<file path="src/rtl/core/vector_autocorrelation_top_assert.svh">
// assertion macros used by vector_autocorrelation_top
`ifndef VECTOR_AUTOCORRELATION_TOP_ASSERT_SVH
`define VECTOR_AUTOCORRELATION_TOP_ASSERT_SVH

// consequent checked in the same cycle as the antecedent
`define VAC_ASSERT_SAME(lbl, ante, cons) \
	lbl: assert property (@(posedge clk) disable iff (!arst_n) (ante) |-> (cons)) \
		else $error("vac: same-cycle check failed");

// consequent checked in the cycle after the antecedent
`define VAC_ASSERT_NEXT(lbl, ante, cons) \
	lbl: assert property (@(posedge clk) disable iff (!arst_n) (ante) |=> (cons)) \
		else $error("vac: next-cycle check failed");

`endif

</file>
<file path="src/rtl/core/vac_pkg.sv">
package vac_pkg;

	localparam int MAX_VECTORS = 128;
	localparam int COMP_WIDTH  = 24;
	localparam int FIELD_W     = 24;
	localparam int NUM_LANES   = 3;

	localparam int ADDR_W = $clog2(MAX_VECTORS);
	localparam int CNT_W  = $clog2(MAX_VECTORS + 1);
	localparam int HALF_W = $clog2(MAX_VECTORS / 2 + 1);
	localparam int IDX_W  = (MAX_VECTORS / 2 > 1) ? $clog2(MAX_VECTORS / 2) : 1;

	localparam int PROD_W = 2 * COMP_WIDTH;
	localparam int DOT_W  = PROD_W + 2;
	localparam int SUM_W  = 64;
	localparam int LAG_W  = 6;

	localparam int IN_TDATA_W  = 72;
	localparam int OUT_TDATA_W = 72;

	typedef enum logic [1:0] {
		ST_LOAD,
		ST_CALC,
		ST_GAP
	} vac_state_t;

	// travels beside the lane data through the pipeline
	typedef struct packed {
		logic             vld;
		logic             first;
		logic             last_k;
		logic             last_lag;
		logic [IDX_W-1:0] lag;
	} vac_tag_t;

endpackage

</file>
<file path="src/rtl/core/vac_merge.sv">
module vac_merge (
	input  logic                              clk,
	input  logic                              arst_n,
	input  vac_pkg::vac_tag_t                 tag_s2,
	input  logic signed [vac_pkg::PROD_W-1:0] prod_s2 [vac_pkg::NUM_LANES],
	output vac_pkg::vac_tag_t                 tag_s4,
	output logic signed [vac_pkg::SUM_W-1:0]  acc_s4,
	output logic                              busy
);

	vac_pkg::vac_tag_t tag_s3;
	logic signed [vac_pkg::DOT_W-1:0] dot_sum;
	logic signed [vac_pkg::DOT_W-1:0] dot_s3;
	logic signed [vac_pkg::SUM_W-1:0] acc_base;

	// dot product of one vector pair from the lane products
	always_comb begin
		dot_sum = '0;
		for (int i = 0; i < vac_pkg::NUM_LANES; i++) begin
			dot_sum = dot_sum + vac_pkg::DOT_W'(prod_s2[i]);
		end
	end

	always_ff @(posedge clk or negedge arst_n) begin
		if (!arst_n) begin
			tag_s3 <= '0;
			tag_s4 <= '0;
		end else begin
			tag_s3 <= tag_s2;
			tag_s4 <= tag_s3;
		end
	end

	always_ff @(posedge clk) begin
		dot_s3 <= dot_sum;
	end

	assign acc_base = tag_s3.first ? '0 : acc_s4;

	always_ff @(posedge clk) begin
		if (tag_s3.vld) begin
			acc_s4 <= acc_base
				+ {{(vac_pkg::SUM_W - vac_pkg::DOT_W){dot_s3[vac_pkg::DOT_W-1]}}, dot_s3};
		end
	end

	assign busy = tag_s3.vld | tag_s4.vld;

endmodule

</file>
<file path="config.mk">
export PLATFORM = sky130hd
export DESIGN_NAME = vac_merge
export DESIGN_NICKNAME = d
export VERILOG_FILES = /design/src/rtl/core/vector_autocorrelation_top_assert.svh /design/src/rtl/core/vac_pkg.sv /design/src/rtl/core/vac_merge.sv
export SDC_FILE = /design/constraint.sdc
export NUM_CORES = 1
export LEC_CHECK = 0
export BUFFER_PORTS_ARGS = -buffer_cell sky130_fd_sc_hd__buf_2
export CORE_MARGIN = 2
export CORE_UTILIZATION = 55
export DETAILED_ROUTE_END_ITERATION = 6
export PLACE_DENSITY = 0.8
export SYNTH_ARGS = -nofsm -noshare
export SYNTH_HDL_FRONTEND = slang
export SYNTH_SLANG_ARGS = --single-unit
</file>
<file path="constraint.sdc">
create_clock -name clk -period 5.8 [get_ports clk]
set_input_delay 0.87 -clock clk [delete_from_list [all_inputs] [get_ports clk]]
set_output_delay 0.87 -clock clk [all_outputs]
set_load 0.005 [all_outputs]
</file>
Word-level counts from Yosys, hierarchy flattened
Cells that the tools add are included.
- register bits: 134
- latch bits: 0
- memory bits (writable): 0
- ROM bits: 0
- input bits: 156
- output and inout bits: 75
- memories: 0
- add/subtract/negate cells: 3
- multipliers: 0
- div/mod/pow operators: 0
- magnitude comparators: 0
- eq/ne operators: 0
- shift-type cells: 0
- muxes and demuxes: 1
- bitwise logic cells: 1
- reduce and logical (&&, ||, !) cells: 0
- operators by type and width (operator ; number):
    adder 64 bit ; 1
    2-to-1 mux 64 bit ; 1
    adder 49 x 48 -> 50 bit ; 1
    adder 48 x 48 -> 49 bit ; 1
    bitwise OR 1 bit ; 1

Longest topological paths before layout
- depth in word-level cells: 2
- depth in mapped cells: 15
- depth with buffers taken out: 15

Worst setup path after synthesis
Ideal clock, no wire load.
- path type: input to register
- from: in prod_s2[1] in the netlist's numbering
- to: reg dot_s3[47] in the netlist's numbering
- setup time: 0.078 ns
- arrival: 3.689 ns
- required time: 5.722 ns
- path slack: 2.034 ns
- stages: 13
- cell sequence: fa_1 -> ha_1 -> fa_1 -> a211oi_1 -> or3_1 -> a31oi_1 -> a21o_1 -> a21o_1 -> a21oi_1 -> o21ai_2 -> a21oi_2 -> o22ai_1 -> nor3_1
- word-level cells in the longest chain between the ends: 1
- RTL lines (element ; RTL line ; source):
    start, declared ; vac_merge.sv:5 ; input logic signed [vac_pkg::PROD_W-1:0] prod_s2 [vac_pkg::NUM_LANES],
    adder 49 x 48 -> 50 bit ; vac_merge.sv:20 ; dot_sum = dot_sum + vac_pkg::DOT_W'(prod_s2[i]);
    net dot_sum, one bit ; vac_merge.sv:12 ; logic signed [vac_pkg::DOT_W-1:0] dot_sum;
    end signal, assigned ; vac_merge.sv:35 ; dot_s3 <= dot_sum;
    end, declared ; vac_merge.sv:13 ; logic signed [vac_pkg::DOT_W-1:0] dot_s3;
The timed path passes the listed nets, and every way through them passes these cells.
A chain may end at the register's enable or synchronous reset.

Final worst setup path
- from: reg tag_s3[8] in the netlist's numbering
- to: reg acc_s4[54] in the netlist's numbering (data pin)
- word-level cells in the longest chain between the ends: 2
- RTL lines (element ; RTL line ; source):
    start, declared ; vac_merge.sv:11 ; vac_pkg::vac_tag_t tag_s3;
    start signal, assigned ; vac_merge.sv:29 ; tag_s3 <= tag_s2;
    2-to-1 mux 64 bit ; vac_merge.sv:38 ; assign acc_base = tag_s3.first ? '0 : acc_s4;
    adder 64 bit ; vac_merge.sv:43 ; + {{(vac_pkg::SUM_W - vac_pkg::DOT_W){dot_s3[vac_pkg::DOT_W-1]}}, dot_s3};
    end signal, assigned ; vac_merge.sv:42 ; acc_s4 <= acc_base
    end, declared ; vac_merge.sv:7 ; output logic signed [vac_pkg::SUM_W-1:0] acc_s4,
Every way passes these cells.

==> flow_summary.ini <==
[timing]
min_period_over_period = 0.734
max_freq_mhz = 235
slew_headroom = 0.380
hold_viol_final = 0
worst_slew_pin_slew_ns = 0.930
rsz0062_at_grt = false
setup_tns_ns = 0
setup_violations = 0
finalCriticalPeriod_ns = 4.25
worst_clock_skew_ns = 0.0128
maxSlewViolCount = 0

[layout]
multiInputGateArea_um2 = 7320
fin_nets = 1694
finalNonFillerCells = 1655
syn_to_final_growth_pct = 16.9
nFillCells = 1641
seq_area_um2 = 3430
layout-drive-gt1-share = 0.206
antenna_cells = 0

[synth]
ys.flop_type = edfxtp_1
synthTopCellsByArea = edfxtp_1 17%, ha_1 13%, dfxtp_1 9.0%, fa_1 9.0%, a21oi_1 6.0%
syn_nets = 1485
synth_warnings = 0
synth_edf_count = 64
syn_area_um2 = 11100
netlist_instances = 1168
ys_seq_area_frac = 0.308
synth_seq_cells = 134
yosysUniqueCellTypes = 75
synth_top_area_share = 0.173
syn_area_per_cell_um2 = 9.51
async_flop_share = 0.149
synth_top_area_cell = edfxtp_1

[drt]
drt-total-wl_um = 27500
drt_iter0_drc = 661
vias_per_cell = 5.81
drc = 0
dr.pass1.iters = 6
num_vias = 9622
postRouteAntennaNets = 0
wl_per_cell_um = 16.6

[critical_path]
r2r_slack_ns = 1.55
r2r_start = tag_s3[8]
crit_fanout = 39
reg2reg_depth = 13
crit_arrival_ns = 4.43
crit-reg2reg-capture = acc_s4[54]
crit_type = register to register
endpoint_kind = register
start_kind = register
crit_start = tag_s3[8]
required_ns = 5.97

[power_and_ir_drop]
p_leak_nw = 5.78
ir_drop_mv = 0.228
powerDensity_nw_per_um2 = 525

[global_route]
grt_max_degree = 67
gr-total-overflow = 0
grt_antenna_before_repair = 0
grt_pass1_wl_um = 45300
grt.total_usage = 0.258
grt_pass1_vias = 9263

[die]
ios = 231
coreArea_um2 = 19700
die_x_um = 146
start_util = 0.565
row_count = 51
die_h_um = 146
fp.dieArea_um2 = 21300

[clocking]
clk_latency_ns = 0.43
cts_hold_buffers = 0
cts_setup_buffers = 0
h-tree-depth = 4
cts_root_buf = clkbuf_16
cts_buffers = 17
cts_tree = done
clockBufferDepth = 2
clk_pin_slew_ns = 0.06
cts_resized = 0
cts_sinks = 134

[placement]
place_hpwl_um = 21500
port_buffers = 230
globalplace.congestion = 0.919
placed_cells = 1623

[worst_hold_path]
hold_start = tag_s3[5]
hold_depth = 0
min_to = tag_s4[5]
hp-class = register to register

[flow_run]
maxCapViolCount = 0

[status]
status = completed
==> cell type report <==
type,count,area share
multi-input combinational,950,0.564
sequential,134,0.264
timing repair buffer,232,0.0898
clock buffer,18,0.0347
tap,265,0.0255
inverter,42,0.0121
clock inverter,14,0.00993
==> critical path: stages, from the launching register on <==
cell	delay, ns
dfrtp_2	0.89
nor2b_1	0.12
ha_1	0.26
fa_1	0.44
a211oi_1	0.32
o211ai_1	0.23
a21oi_1	0.30
nor3_1	0.14
o21ai_1	0.15
o211ai_1	0.24
a31o_2	0.33
a21boi_1	0.29
o21bai_1	0.15
xnor2_1	0.14
==> kinds of logic (layout without fill, tap and decap cells) <==
family | Yosys count | after routing | synth area share
AOI/OAI and AO/OA | 365 | 365 | 0.212
buffers and inverters | 84 | 306 | 0.0326
muxes | 1 | 1 | 0.000902
and+or+nand+nor | 317 | 317 | 0.147
adders and majority gates | 161 | 161 | 0.215
DFF | 134 | 134 | 0.308
xor gates and xnor gates | 106 | 106 | 0.0836
==> synthesized netlist by cell type, types with 3 or more instances <==
cell / n
clkbuf_1: 25
xor2_1: 40
a31o_2: 3
a21oi_1: 133
a211o_1: 3
a211oi_1: 8
nor4_1: 5
o21ai_0: 52
nor2_1: 49
o21bai_1: 25
nand3_1: 20
a311oi_1: 3
fa_1: 50
nor2b_1: 72
xnor2_1: 66
ha_1: 111
o21ai_1: 14
nand2b_1: 9
o211ai_1: 10
o21a_1: 17
dfrtp_1: 20
nand4_1: 39
a21o_1: 39
o221ai_1: 4
and2_1: 3
buf_4: 8
a31oi_1: 13
o31ai_1: 5
or3_1: 5
inv_1: 42
dfxtp_1: 50
buf_2: 7
nand2_1: 79
and3_1: 5
edfxtp_1: 64
nor3_1: 19
==> layout by cell type (no fill, tap or decap), types with 5 or more instances in the layout <==
master / netlist / layout
a211oi_1: 8 / 8
a21o_1: 39 / 39
a21oi_1: 133 / 133
a31oi_1: 13 / 13
and3_1: 5 / 5
buf_2: 7 / 230
clkbuf_16: 0 / 18
dfrtp_1: 20 / 18
dfxtp_1: 50 / 50
edfxtp_1: 64 / 64
fa_1: 50 / 50
ha_1: 111 / 111
inv_1: 42 / 42
nand2_1: 79 / 79
nand2b_1: 9 / 9
nand3_1: 20 / 20
nand4_1: 39 / 39
nor2_1: 49 / 49
nor2b_1: 72 / 72
nor3_1: 19 / 19
nor4_1: 5 / 5
o211ai_1: 10 / 10
o21a_1: 17 / 17
o21ai_0: 52 / 52
o21ai_1: 14 / 14
o21bai_1: 25 / 25
o31ai_1: 5 / 5
or3_1: 5 / 5
xnor2_1: 66 / 66
xor2_1: 40 / 40
==> worst max-delay path by stage <==
stage,end,slack (ns)
3_5_place_dp,dot_s3[47],1.43
5_1_grt,acc_s4[54],1.25
2_1_floorplan,dot_s3[47],2.03
4_1_cts,acc_s4[54],1.61
3_3_place_gp,dot_s3[47],1.54
6_report,acc_s4[54],1.55
==> registers in the layout, summed over array words and instances, names as in the netlist <==
register,count
tag_s3,10
acc_s4,64
tag_s4,10
dot_s3,50
==> metrics by stage <==
stage	hold WS [ns]	setup slack, ns	utilization	cell area, µm²	power [mW]
2_1_floorplan	0.331	2.03	-	11100	4.65
3_3_place_gp	0.331	1.54	0.631	12400	5.60
3_5_place_dp	0.335	1.43	0.631	12400	5.68
4_1_cts	0.347	1.61	0.660	13000	6.77
5_1_grt	0.352	1.25	0.660	13000	7.34
6_report	0.342	1.55	0.660	13000	6.81
==> metal layers <==
metal | wire [µm] | track usage | vias up
li1 | - | - | 4699
met1 | 12800 | 0.359 | 4511
met2 | 12500 | 0.414 | 368
met3 | 1810 | 0.0497 | 44
met4 | 469 | 0.0718 | 0
met5 | 0 | 0 | -
==> power breakdown <==
part / internal [mW] / total (mW) / switching [mW]
Clock: 0.590 / 1.05 / 0.456
Combinational: 1.62 / 3.93 / 2.31
Sequential: 1.60 / 1.83 / 0.229
No activity file was read; power rests on OpenSTA's default activity.
